`src/rtl/drpu_pkg.sv`:
```
`timescale 1ns / 1ps
// ----------------------------------------------------------------------------
// drpu_pkg
// Shared constants, types and the arctangent table for the pose update unit.
// ----------------------------------------------------------------------------
package drpu_pkg;

    localparam int CORDIC_ITERATIONS = 16;
    localparam int FRACTION_BITS     = 16;
    localparam int POSE_FRACTION     = 16;

    localparam int POSE_W  = 48;
    localparam int ANGLE_W = 32;
    localparam int GAIN_W  = 24;
    localparam int STEP_W  = 16;
    localparam int MODE_W  = 2;
    localparam int INDEX_W = 8;

    // CORDIC vector width: unit magnitude plus gain headroom and sign.
    localparam int CORD_W = FRACTION_BITS + 3;
    // Residual angle width, one bit above a full binary angle.
    localparam int Z_W    = ANGLE_W + 1;
    localparam int CNT_W  = (CORDIC_ITERATIONS > 1) ? $clog2(CORDIC_ITERATIONS) : 1;

    localparam longint K_Q30  = 64'd652032874;
    localparam longint K_INIT = (K_Q30 + (longint'(1) << (29 - FRACTION_BITS)))
                                >> (30 - FRACTION_BITS);

    // Shared multiplier operands: A is signed (cos/sin or step magnitude),
    // B is signed (steps or zero-extended gain).
    localparam int MUL_A_W = (CORD_W > STEP_W + 2) ? CORD_W : STEP_W + 2;
    localparam int MUL_B_W = GAIN_W + 1;
    localparam int MUL_P_W = MUL_A_W + MUL_B_W;

    // Scaling of a product to the pose fraction.
    localparam int SCALE_SHR = (FRACTION_BITS > POSE_FRACTION) ?
                               FRACTION_BITS - POSE_FRACTION : 0;
    localparam int SCALE_SHL = (FRACTION_BITS > POSE_FRACTION) ?
                               0 : POSE_FRACTION - FRACTION_BITS;
    localparam int SUM_W     = ((MUL_P_W > POSE_W) ? MUL_P_W : POSE_W) + 2;

    localparam logic [INDEX_W-1:0] REG_RIGHT_GAIN = 8'd0;
    localparam logic [INDEX_W-1:0] REG_LEFT_GAIN  = 8'd1;

    localparam logic [MODE_W-1:0] MODE_STRAIGHT = 2'd0;
    localparam logic [MODE_W-1:0] MODE_TURN     = 2'd1;

    localparam logic [GAIN_W-1:0] RIGHT_GAIN_RESET = 24'd884466;
    localparam logic [GAIN_W-1:0] LEFT_GAIN_RESET  = 24'd863137;

    typedef struct packed {
        logic                     done;
        logic signed [CORD_W-1:0] cos_val;
        logic signed [CORD_W-1:0] sin_val;
    } drpu_sincos_t;

    // atan(2^-i) as a binary angle, full turn = 2^32.
    function automatic logic [Z_W-1:0] atan_angle(input int idx);
        logic [31:0] a;
        begin
            unique case (idx)
                0:  a = 32'd536870912;
                1:  a = 32'd316933406;
                2:  a = 32'd167458907;
                3:  a = 32'd85004756;
                4:  a = 32'd42667331;
                5:  a = 32'd21354465;
                6:  a = 32'd10679838;
                7:  a = 32'd5340245;
                8:  a = 32'd2670163;
                9:  a = 32'd1335087;
                10: a = 32'd667544;
                11: a = 32'd333772;
                12: a = 32'd166886;
                13: a = 32'd83443;
                14: a = 32'd41722;
                15: a = 32'd20861;
                16: a = 32'd10430;
                17: a = 32'd5215;
                18: a = 32'd2608;
                19: a = 32'd1304;
                20: a = 32'd652;
                21: a = 32'd326;
                22: a = 32'd163;
                23: a = 32'd81;
                24: a = 32'd41;
                25: a = 32'd20;
                26: a = 32'd10;
                27: a = 32'd5;
                28: a = 32'd3;
                29: a = 32'd1;
                default: a = 32'd0;
            endcase
            return {1'b0, a};
        end
    endfunction

endpackage

```
`src/rtl/dead_reckoning_pose_update_unit.sv`:
```
`timescale 1ns / 1ps
// ----------------------------------------------------------------------------
// dead_reckoning_pose_update_unit
// Keeps an x/y/heading pose and updates it from wheel step reports.
// ----------------------------------------------------------------------------
// A straight move steps S_SINCOS, S_MUL_C, S_ADD_X, S_MUL_S, S_ADD_Y and S_EMIT;
// a turn steps S_TURN_MUL, S_TURN_ADD and S_EMIT; any other mode goes to S_EMIT.
// The iterative CORDIC and one shared multiplier set this order; one item
// is in flight at a time, as the input is ready only in S_IDLE.
// A result waiting for m_tready holds the next item in S_EMIT; the input stalls too.
// Reset clears the pose to zero and loads the default turn gains.
module dead_reckoning_pose_update_unit (
    input  logic                             clk,
    input  logic                             rst_n,
    // Input stream. tdata: left_wheel_steps[15:0], right_wheel_steps[31:16].
    input  logic                             s_tvalid,
    output logic                             s_tready,
    input  logic [31:0]                      s_tdata,
    // tuser: mode[1:0].
    input  logic [drpu_pkg::MODE_W-1:0]      s_tuser,
    // Result stream. tdata: x_position[47:0], y_position[95:48],
    // heading_angle[127:96].
    output logic                             m_tvalid,
    input  logic                             m_tready,
    output logic [127:0]                     m_tdata,
    // Configuration writes.
    input  logic                             cfg_valid,
    output logic                             cfg_ready,
    input  logic [drpu_pkg::INDEX_W-1:0]     cfg_index,
    input  logic [drpu_pkg::GAIN_W-1:0]      cfg_data
);
    import drpu_pkg::*;

    typedef enum logic [3:0] {
        S_IDLE,
        S_SINCOS,
        S_MUL_C,
        S_ADD_X,
        S_MUL_S,
        S_ADD_Y,
        S_TURN_MUL,
        S_TURN_ADD,
        S_EMIT
    } seq_state_t;

    localparam logic signed [SUM_W-1:0] POSE_MAX_EXT =
        SUM_W'({1'b0, {(POSE_W-1){1'b1}}});
    localparam logic signed [SUM_W-1:0] POSE_MIN_EXT =
        -POSE_MAX_EXT - SUM_W'(1);
    localparam logic signed [SUM_W-1:0] ROUND_HALF =
        (SCALE_SHR > 0) ? (SUM_W'(1) << (SCALE_SHR - 1)) : '0;

    seq_state_t                state_reg;
    logic signed [STEP_W-1:0]  left_reg;
    logic signed [STEP_W-1:0]  right_reg;
    logic signed [CORD_W-1:0]  cos_reg;
    logic signed [CORD_W-1:0]  sin_reg;
    logic signed [MUL_P_W-1:0] prod_reg;
    logic signed [POSE_W-1:0]  pose_x_reg;
    logic signed [POSE_W-1:0]  pose_y_reg;
    logic [ANGLE_W-1:0]        heading_reg;
    logic [GAIN_W-1:0]         right_gain_reg;
    logic [GAIN_W-1:0]         left_gain_reg;
    logic                      out_valid_reg;
    logic [127:0]              out_data_reg;

    logic                      in_xfer;
    logic                      cordic_start;
    drpu_sincos_t              sincos;
    logic signed [STEP_W:0]    diff;
    logic                      diff_neg;
    logic signed [STEP_W+1:0]  diff_mag;
    logic signed [MUL_A_W-1:0] mul_a;
    logic signed [MUL_B_W-1:0] mul_b;
    logic signed [MUL_P_W-1:0] mul_p;
    logic signed [SUM_W-1:0]   delta;
    logic signed [SUM_W-1:0]   pose_sel;
    logic signed [SUM_W-1:0]   pose_sum;
    logic signed [POSE_W-1:0]  pose_sat;
    logic                      out_free;

    assign s_tready     = (state_reg == S_IDLE);
    assign in_xfer      = s_tvalid && s_tready;
    assign cordic_start = in_xfer && (s_tuser == MODE_STRAIGHT);
    assign cfg_ready    = 1'b1;
    assign m_tvalid     = out_valid_reg;
    assign m_tdata      = out_data_reg;
    assign out_free     = !out_valid_reg || m_tready;

    drpu_cordic u_cordic (
        .clk    (clk),
        .rst_n  (rst_n),
        .start  (cordic_start),
        .angle  (heading_reg),
        .result (sincos)
    );

    // Shared multiplier operand selection and the pose accumulate path.
    always_comb
    begin
        diff     = (STEP_W+1)'(right_reg) - (STEP_W+1)'(left_reg);
        diff_neg = diff[STEP_W];
        diff_mag = diff_neg ? -(STEP_W+2)'(diff) : (STEP_W+2)'(diff);

        unique case (state_reg)
            S_MUL_C:
            begin
                mul_a = MUL_A_W'(cos_reg);
                mul_b = MUL_B_W'(left_reg);
            end
            S_MUL_S:
            begin
                mul_a = MUL_A_W'(sin_reg);
                mul_b = MUL_B_W'(left_reg);
            end
            default:
            begin
                mul_a = MUL_A_W'(diff_mag);
                mul_b = diff_neg ? $signed({1'b0, left_gain_reg})
                                 : $signed({1'b0, right_gain_reg});
            end
        endcase
        mul_p = MUL_P_W'(mul_a * mul_b);

        delta    = ((SUM_W'(prod_reg) + ROUND_HALF) >>> SCALE_SHR) <<< SCALE_SHL;
        pose_sel = (state_reg == S_ADD_Y) ? SUM_W'(pose_y_reg) : SUM_W'(pose_x_reg);
        pose_sum = pose_sel + delta;
        if (pose_sum > POSE_MAX_EXT)
        begin
            pose_sat = POSE_MAX_EXT[POSE_W-1:0];
        end
        else if (pose_sum < POSE_MIN_EXT)
        begin
            pose_sat = POSE_MIN_EXT[POSE_W-1:0];
        end
        else
        begin
            pose_sat = pose_sum[POSE_W-1:0];
        end
    end

    always_ff @(posedge clk or negedge rst_n)
    begin
        if (!rst_n)
        begin
            state_reg      <= S_IDLE;
            left_reg       <= '0;
            right_reg      <= '0;
            cos_reg        <= '0;
            sin_reg        <= '0;
            prod_reg       <= '0;
            pose_x_reg     <= '0;
            pose_y_reg     <= '0;
            heading_reg    <= '0;
            right_gain_reg <= RIGHT_GAIN_RESET;
            left_gain_reg  <= LEFT_GAIN_RESET;
            out_valid_reg  <= 1'b0;
            out_data_reg   <= '0;
        end
        else
        begin
            if (cfg_valid && cfg_ready)
            begin
                if (cfg_index == REG_RIGHT_GAIN)
                begin
                    right_gain_reg <= cfg_data;
                end
                else if (cfg_index == REG_LEFT_GAIN)
                begin
                    left_gain_reg <= cfg_data;
                end
            end

            // In S_EMIT a completed result transfer is replaced by the new one.
            if (out_valid_reg && m_tready && (state_reg != S_EMIT))
            begin
                out_valid_reg <= 1'b0;
            end

            unique case (state_reg)
                S_IDLE:
                begin
                    if (in_xfer)
                    begin
                        left_reg  <= $signed(s_tdata[STEP_W-1:0]);
                        right_reg <= $signed(s_tdata[2*STEP_W-1:STEP_W]);
                        if (s_tuser == MODE_STRAIGHT)
                        begin
                            state_reg <= S_SINCOS;
                        end
                        else if (s_tuser == MODE_TURN)
                        begin
                            state_reg <= S_TURN_MUL;
                        end
                        else
                        begin
                            state_reg <= S_EMIT;
                        end
                    end
                end
                S_SINCOS:
                begin
                    if (sincos.done)
                    begin
                        cos_reg   <= sincos.cos_val;
                        sin_reg   <= sincos.sin_val;
                        state_reg <= S_MUL_C;
                    end
                end
                S_MUL_C:
                begin
                    prod_reg  <= mul_p;
                    state_reg <= S_ADD_X;
                end
                S_ADD_X:
                begin
                    pose_x_reg <= pose_sat;
                    state_reg  <= S_MUL_S;
                end
                S_MUL_S:
                begin
                    prod_reg  <= mul_p;
                    state_reg <= S_ADD_Y;
                end
                S_ADD_Y:
                begin
                    pose_y_reg <= pose_sat;
                    state_reg  <= S_EMIT;
                end
                S_TURN_MUL:
                begin
                    prod_reg  <= mul_p;
                    state_reg <= S_TURN_ADD;
                end
                S_TURN_ADD:
                begin
                    // A zero difference gives a zero product, so the heading holds.
                    if (diff_neg)
                    begin
                        heading_reg <= heading_reg - prod_reg[ANGLE_W-1:0];
                    end
                    else
                    begin
                        heading_reg <= heading_reg + prod_reg[ANGLE_W-1:0];
                    end
                    state_reg <= S_EMIT;
                end
                S_EMIT:
                begin
                    if (out_free)
                    begin
                        out_data_reg  <= {heading_reg, pose_y_reg, pose_x_reg};
                        out_valid_reg <= 1'b1;
                        state_reg     <= S_IDLE;
                    end
                end
                default:
                begin
                    state_reg <= S_IDLE;
                end
            endcase
        end
    end

endmodule

```
`src/rtl/drpu_cordic.sv`:
```
`timescale 1ns / 1ps
// ----------------------------------------------------------------------------
// drpu_cordic
// Iterative rotation-mode CORDIC giving cosine and sine of a binary angle.
// ----------------------------------------------------------------------------
module drpu_cordic (
    input  logic                            clk,
    input  logic                            rst_n,
    input  logic                            start,
    input  logic [drpu_pkg::ANGLE_W-1:0]    angle,
    output drpu_pkg::drpu_sincos_t          result
);
    import drpu_pkg::*;

    typedef enum logic [1:0] {
        C_IDLE,
        C_RUN,
        C_DONE
    } cordic_state_t;

    cordic_state_t            state_reg;
    logic [CNT_W-1:0]         cnt_reg;
    logic [1:0]               quad_reg;
    logic signed [CORD_W-1:0] x_reg;
    logic signed [CORD_W-1:0] y_reg;
    logic signed [Z_W-1:0]    z_reg;

    logic [ANGLE_W-1:0]       turned;
    logic signed [Z_W-1:0]    z_start;
    logic signed [CORD_W-1:0] x_shift;
    logic signed [CORD_W-1:0] y_shift;
    logic signed [Z_W-1:0]    atan_step;

    // Shift the angle by an eighth turn so that the top two bits pick the
    // nearest quarter and the rest is the residual around it.
    always_comb
    begin
        turned    = angle + 32'h2000_0000;
        z_start   = $signed({3'b000, turned[ANGLE_W-3:0]}) - $signed(Z_W'(33'h2000_0000));
        x_shift   = x_reg >>> cnt_reg;
        y_shift   = y_reg >>> cnt_reg;
        atan_step = $signed(atan_angle(int'(cnt_reg)));
    end

    always_ff @(posedge clk or negedge rst_n)
    begin
        if (!rst_n)
        begin
            state_reg <= C_IDLE;
            cnt_reg   <= '0;
            quad_reg  <= '0;
            x_reg     <= '0;
            y_reg     <= '0;
            z_reg     <= '0;
        end
        else
        begin
            unique case (state_reg)
                C_IDLE:
                begin
                    if (start)
                    begin
                        quad_reg  <= turned[ANGLE_W-1:ANGLE_W-2];
                        z_reg     <= z_start;
                        x_reg     <= CORD_W'(K_INIT);
                        y_reg     <= '0;
                        cnt_reg   <= '0;
                        state_reg <= C_RUN;
                    end
                end
                C_RUN:
                begin
                    if (!z_reg[Z_W-1])
                    begin
                        x_reg <= x_reg - y_shift;
                        y_reg <= y_reg + x_shift;
                        z_reg <= z_reg - atan_step;
                    end
                    else
                    begin
                        x_reg <= x_reg + y_shift;
                        y_reg <= y_reg - x_shift;
                        z_reg <= z_reg + atan_step;
                    end
                    if (cnt_reg == CNT_W'(CORDIC_ITERATIONS - 1))
                    begin
                        state_reg <= C_DONE;
                    end
                    else
                    begin
                        cnt_reg <= cnt_reg + 1'b1;
                    end
                end
                C_DONE:
                begin
                    state_reg <= C_IDLE;
                end
                default:
                begin
                    state_reg <= C_IDLE;
                end
            endcase
        end
    end

    // Rotate the result back by the quarter turns that were taken off.
    always_comb
    begin
        result.done = (state_reg == C_DONE);
        unique case (quad_reg)
            2'd0:
            begin
                result.cos_val = x_reg;
                result.sin_val = y_reg;
            end
            2'd1:
            begin
                result.cos_val = -y_reg;
                result.sin_val = x_reg;
            end
            2'd2:
            begin
                result.cos_val = -x_reg;
                result.sin_val = -y_reg;
            end
            default:
            begin
                result.cos_val = y_reg;
                result.sin_val = -x_reg;
            end
        endcase
    end

endmodule

```
`config.mk`:
```
export PLATFORM = sky130hd
export DESIGN_NAME = dead_reckoning_pose_update_unit
export DESIGN_NICKNAME = d
export VERILOG_FILES = /design/src/rtl/drpu_pkg.sv /design/src/rtl/dead_reckoning_pose_update_unit.sv /design/src/rtl/drpu_cordic.sv
export SDC_FILE = /design/constraint.sdc
export NUM_CORES = 2
export LEC_CHECK = 0
export BUFFER_PORTS_ARGS = -buffer_cell sky130_fd_sc_hd__buf_2
export CAP_MARGIN = 20
export CELL_PAD_IN_SITES_DETAIL_PLACEMENT = 0
export CELL_PAD_IN_SITES_GLOBAL_PLACEMENT = 1
export CORE_UTILIZATION = 46
export CTS_BUF_LIST = sky130_fd_sc_hd__clkbuf_8
export DETAILED_ROUTE_END_ITERATION = 8
export GPL_TIMING_DRIVEN = 0
export PLACE_DENSITY_LB_ADDON = 0.1
export SETUP_SLACK_MARGIN = 0.5
export SYNTH_ARGS = -nofsm -noshare
export SYNTH_HDL_FRONTEND = slang
export SYNTH_SLANG_ARGS = --single-unit
```
`constraint.sdc`:
```
create_clock -name clk -period 8.7 [get_ports clk]
set_input_delay 1.74 -clock clk [delete_from_list [all_inputs] [get_ports clk]]
set_output_delay 1.74 -clock clk [all_outputs]
set_load 0.05 [all_outputs]
```
; Yosys cells after proc, flatten, opt, wreduce, memory -nomap -nowiden
; Memories as Yosys holds them, arrays and structs flattened.
; Cells that the tools add are included.
; Widths: inputs -> output; s select.
[totals]
register_bits = 502
rom_bits = 480
inputBits = 71
out_inout_bits = 131
wordCells = 122
memories = 1
[classes]
n_addsub = 16
mul = 1
n_lt_le_gt_ge = 2
eq_ne = 22
n_shift = 2
n_mux = 33
bitwise_logic = 1
reduce_logical = 25
[memory_table]
columns = name, words, word_bits, rd, rd_ports_with_merged_regs, write_ports, line
row1 = (no name shown), 16, 30, 1, 0, 0, drpu_pkg.sv:61  ; unique case (idx)
[op_table]
columns = op, count
row1 = $pmux 19 s2, 3
row2 = $pmux 38 s3, 1
row3 = $mux 48, 2
row4 = $mux 19, 4
row5 = $mux 33, 2
row6 = $pmux 33 s2, 1
row7 = $add 50x44->50, 1
row8 = $gt 50x48->1 const B, 1
row9 = $lt 50x48->1 const B, 1
row10 = $mux 50, 1
row11 = $mul 19x25->44, 1
row12 = $add 19x19->19, 2
row13 = $neg 19->19, 2
row14 = $sshr 19x4->19, 2
row15 = $sub 19x19->19, 2
row16 = $add 33x33->33, 1
row17 = $sub 33x33->33, 1
row18 = $add 32x30->32 const B, 1
row19 = $add 32x32->32, 1
row20 = $mux 32, 1
row21 = $pmux 4 s8, 1
row22 = $sub 32x32->32, 1
row23 = $sub 30x30->31 const B, 1
row24 = $mux 4, 7
row25 = other kinds (32), 61

; Longest topological paths before layout
[logic_depth]
depth_word = 6
ltp_mapped = 41
depth_no_buf = 38

; Hierarchy
; From an unflattened synthesis, not the netlist that was laid out.
[hier_totals]
hier_cells = 5694
area_unflattened_um2 = 51690.8
[by_module_without_submodules]
columns = mod, n_inst, cells_per_inst, area_each_um2, seq_area_each_um2
row1 = dead_reckoning_pose_update_unit, 1, 4104, 39674.3, 10615.2
row2 = drpu_cordic, 1, 1590, 12016.5, 1976.9

; Least setup slack after synthesis
; OpenSTA, ideal clock, no wires.
[synth_timing]
kind = flip-flop to flip-flop
start = register left_reg[1]
end = register prod_reg[43]
setup_time_ps = 134
t_arrival_ps = 9423
required_time_ps = 8566
slack_ps = -857
stages_incl_launch_ff = 39
path_buffers = 2
period_less_slack_ps = 9557
path_cell_list = dfrtp_1 inv_1 ha_1 nor2b_4 o2111a_1 or4_1 a222oi_1 o2111ai_1 nor4_2 nand3_1 or4_1 a21oi_1 a21oi_2 buf_6 and2_1 fa_1 inv_1 fa_1 [3 not listed] fa_1 fa_1 inv_1 fa_1 inv_1 ha_1 clkbuf_1 a21o_1 a21oi_1 o21ai_0 o2bb2ai_1 a21oi_1 a21boi_0 a221o_1 a211o_1 a21oi_1 xnor2_1 o21ai_0
[synth_between]
elab_chain_len = 5
elab_cells_between_ends = 7
classes_between = 2 x add/sub / 1 x mul / 4 x mux
[synth_lines]
columns = item, line
row1 = start: declaration, dead_reckoning_pose_update_unit.sv:54  ; logic signed [STEP_W-1:0] left_reg;
row2 = start signal: assignment, dead_reckoning_pose_update_unit.sv:185  ; left_reg <= $signed(s_tdata[STEP_W-1:0]);
row3 = $sub 16x16->17, dead_reckoning_pose_update_unit.sv:101  ; diff = (STEP_W+1)'(right_reg) - (STEP_W+1)'(left_reg);
row4 = $neg 17->18, dead_reckoning_pose_update_unit.sv:103  ; diff_mag = diff_neg ? -(STEP_W+2)'(diff) : (STEP_W+2)'(diff);
row5 = $mux 18, dead_reckoning_pose_update_unit.sv:103
row6 = $pmux 19 s2, dead_reckoning_pose_update_unit.sv:105  ; unique case (state_reg)
row7 = $mul 19x25->44 (*), dead_reckoning_pose_update_unit.sv:123  ; mul_p = MUL_P_W'(mul_a * mul_b);
row8 = end signal: assignment, dead_reckoning_pose_update_unit.sv:212  ; prod_reg <= mul_p;
row9 = end signal: assignment, dead_reckoning_pose_update_unit.sv:222  ; prod_reg <= mul_p;
row10 = end signal: assignment, dead_reckoning_pose_update_unit.sv:232  ; prod_reg <= mul_p;
row11 = end: declaration, dead_reckoning_pose_update_unit.sv:58  ; logic signed [MUL_P_W-1:0] prod_reg;
; Mark *: on every way between the ends. The rest lies on a longest branch, timed or not.
; A chain may end at the register's enable or synchronous reset.

; Worst setup path in the final report
[layout_timing]
start = register left_reg[5]
end = register prod_reg[43]
; The elaborated chain is that of the path after synthesis.

==> run summary <==
CP Class: reg -> reg
layout cells sized above 1: 19.7%
hold_sp: sin_reg[13]
grt ovf: 0
post-route core utilization: 54.5%
status: complete, but fails checks
Net Count, Synth: 6,591
CTS Sinks: 502
Final Worst Setup Slack: -1.03 ns
CP max stage delay: 0.58 ns
sequential share of power: 47.4%
Leakage: 29.5 nW
most common cell after layout, fill and taps aside: nand2_1
Avg Inst Size Synth: 8.93 um^2
Setup crit end: prod_reg[43]
WP data required: 9.32 ns
FMAX: 103 MHz
Ports: 202
Via Count: 44,300
Post-synth EDFFs: 0
Reg-to-Reg End: prod_reg[43]
Setup crit start kind: flop
Slew HR: 30.1%
max reg flops: 128
IO buf count: 200
WP data arrival: 10.36 ns
DRT iter0 DRCs: 3,373
# Max-Cap Violations: 0
post-place setup slack: -2.88 ns
Worst Reg-to-Reg Cells: 36
drt wl/cell: 23.3 um
Pint: 3.70 mW
Sw Ratio: 25.7%
crit path max-delay cell type: or4_4
crit path launch: left_reg[5]
violated checks: negative setup slack
total iterations of the first detailed-routing run: 6
CTS Buf Count: 91
DRC: 0
most frequent CP cell: fa_1
DRT Wirelength: 181,000 um
Peak supply drop: 111 uV
Mapped Cells: 5,741
CTS H-tree lvls: 3
Post-DP HPWL: 143,000 um
Die X: 336 um
vias in the first global route: 44,600
synthesized area: 51,200 um^2
pin count of the biggest net entering global routing: 120
Die Y: 336 um
clk_lat worst skew: 0.80 ns
count of cell types in the netlist: 96
fin nets: 7,085
die area: 113,000 um^2
Main synth FF type: dfrtp_1
HP Class: reg -> reg
Power Dens Cells: 82.6 nW/um^2
skew final: 0.0676 ns
Finish-stage setup viols: 28
first-pass GRT wire length: 276,000 um
register area share after synthesis: 24.6%
reg-to-reg startpoint: left_reg[5]
synth warn: 0
clk slew on worst S/H paths: 0.06 ns
drt via density: 5.67
setup slack, reg-to-reg: -1.03 ns
Synth-to-Final Area Change: 17.5%
Async SR Flop Fraction: 100%
P_sw: 1.28 mW
# rows: 122
# hold bufs at CTS: 0
Non-Filler Instances: 7,801
Worst Tran Pin Value: 1.05 ns
core area: 111,000 um^2
Setup crit end kind: flop
period utilization: 112%
Critical Path Fanout Max: 7
Final Critical Period: 9.73 ns
Starting Density: 46.4%
Logic pwr share: 3.6%
DRT antenna net count: 0
GPL Wtd Cong: 0.964
most frequent cells in the layout: nand2_1 (874), inv_1 (596), dfrtp_1 (476), fa_1 (444), nor2_1 (381)
CTS tree: yes
Final Max Tran Viols: 0
Clock power frac: 49.0%
synthesized flop and latch total: 502
RSZ-0062 raised after global routing: true
clock root cell: clkbuf_8
clk buf depth: 3
Final Hold Violating Endpoints: 0
initial antenna violation count: 5
total global-route track usage: 32.3%
dpl cells: 7,446
[how the worst min path moves through the flow]
stage | end | slack [ns] | cells past startpoint
floorplan | sin_reg[9] | 0.44 | 2
global route | cos_reg[3] | 0.51 | 1
global placement | sin_reg[10] | 0.46 | 1
detailed placement | cos_reg[7] | 0.47 | 2
finish | sin_reg[13] | 0.48 | 2
CTS | cos_reg[7] | 0.48 | 2
[power groups by stage]
stage	Sequential [mW]	Combinational, mW	Clock (mW)
final	2.36	0.181	2.44
after global routing	2.36	0.193	2.59
after CTS	2.36	0.180	2.49
after detailed placement	2.40	0.159	0
after global placement	2.40	0.149	0
after floorplan	2.40	0.0437	0
[critical path: cells and delay by family (launching register included)]
family / cells / cell delay [ns]
adder cells (fa/ha/maj): 9 / 3.99
AO/OA/AOI/OAI: 13 / 2.46
AND/OR/NAND/NOR: 7 / 2.01
buffers and inverters: 6 / 0.52
flip-flops: 1 / 0.45
XOR/XNOR: 1 / 0.15
[repair_timing]
| item | 4_1_cts | 5_1_grt |
|---|---|---|
| cloned | 4 | 0 |
| gates resized for setup | 367 | 114 |
| pin swaps | 148 | 88 |
| buffers inserted | 148 | 31 |
| setup endpoints to repair | 39 | 35 |
[layout make-up]
| class | count | area [um^2] |
|---|---|---|
| clock buffer | 110 | 1510 |
| buffer | 300 | 1780 |
| sequential | 502 | 12600 |
| tap | 1488 | 1860 |
| clock inverter | 59 | 450 |
| fill | 10400 | 50300 |
| timing repair buffer | 401 | 2960 |
| inverter | 592 | 2230 |
| multi-input combinational | 4347 | 36800 |
| antenna | 2 | 5.00 |
[cell usage after synthesis, drive strengths merged, types with 9 or more instances]
master,instances,share of area (%)
a21boi,17,0.26
nor3,75,0.74
and3,29,0.35
a31o,9,0.15
a211oi,27,0.40
o41ai,15,0.27
a22oi,20,0.29
a2111oi,10,0.21
fa,477,19
inv,590,4.3
nand4,16,0.20
nand3,68,0.66
dfstp,24,1.2
mux2i,47,0.92
a21oi,356,3.5
a31oi,66,0.83
mux2,234,5.1
nand2b,59,0.78
o21a,41,0.60
nor4,20,0.29
xnor2,144,2.5
o211ai,40,0.59
mux4,53,2.3
nor2,389,2.8
or3,38,0.46
dfrtp,478,23
xor2,138,2.4
and2,82,1.0
clkbuf,234,1.7
nand3b,10,0.15
nor2b,42,0.53
buf,66,0.71
o31ai,29,0.42
o21ai,346,3.4
o22a,9,0.15
ha,302,7.4
o22ai,9,0.11
or2,22,0.27
o21bai,16,0.23
a21o,99,1.5
or4,15,0.23
nand2,886,6.5
[stage by stage]
| step | TNS [ns] | hold WS (ns) | power, mW | area (um^2) |
|---|---|---|---|---|
| after floorplan | -2.16 | 0.444 | 2.44 | 51500 |
| after global placement | -2392.41 | 0.464 | 2.55 | 54400 |
| after detailed placement | -69.63 | 0.471 | 2.56 | 54700 |
| after CTS | -14.11 | 0.483 | 5.03 | 59500 |
| after global routing | -23.26 | 0.508 | 5.14 | 60200 |
| final | -15.67 | 0.479 | 4.98 | 60200 |
[metal layers]
| metal | global-route usage [%] | vias up | share of wire, % |
|---|---|---|---|
| met3 | 5.57 | 317 | 6.9 |
| met2 | 51.3 | 1567 | 45 |
| met5 | 0 | - | 0.019 |
| met1 | 44.4 | 22100 | 44 |
| met4 | 11.5 | 6 | 3.6 |
| li1 | - | 20300 | - |
[kinds of logic after synthesis]
family                     synth area share, %
DFF                                       24.6
muxes                                     8.39
AOI/OAI and AO/OA                         14.1
other                                  0.00732
xor gates and xnor gates                  4.82
adders and majority gates                 26.0
buffers and inverters                     6.76
and+or+nand+nor                           15.3
(Power assumes the default switching activity.)
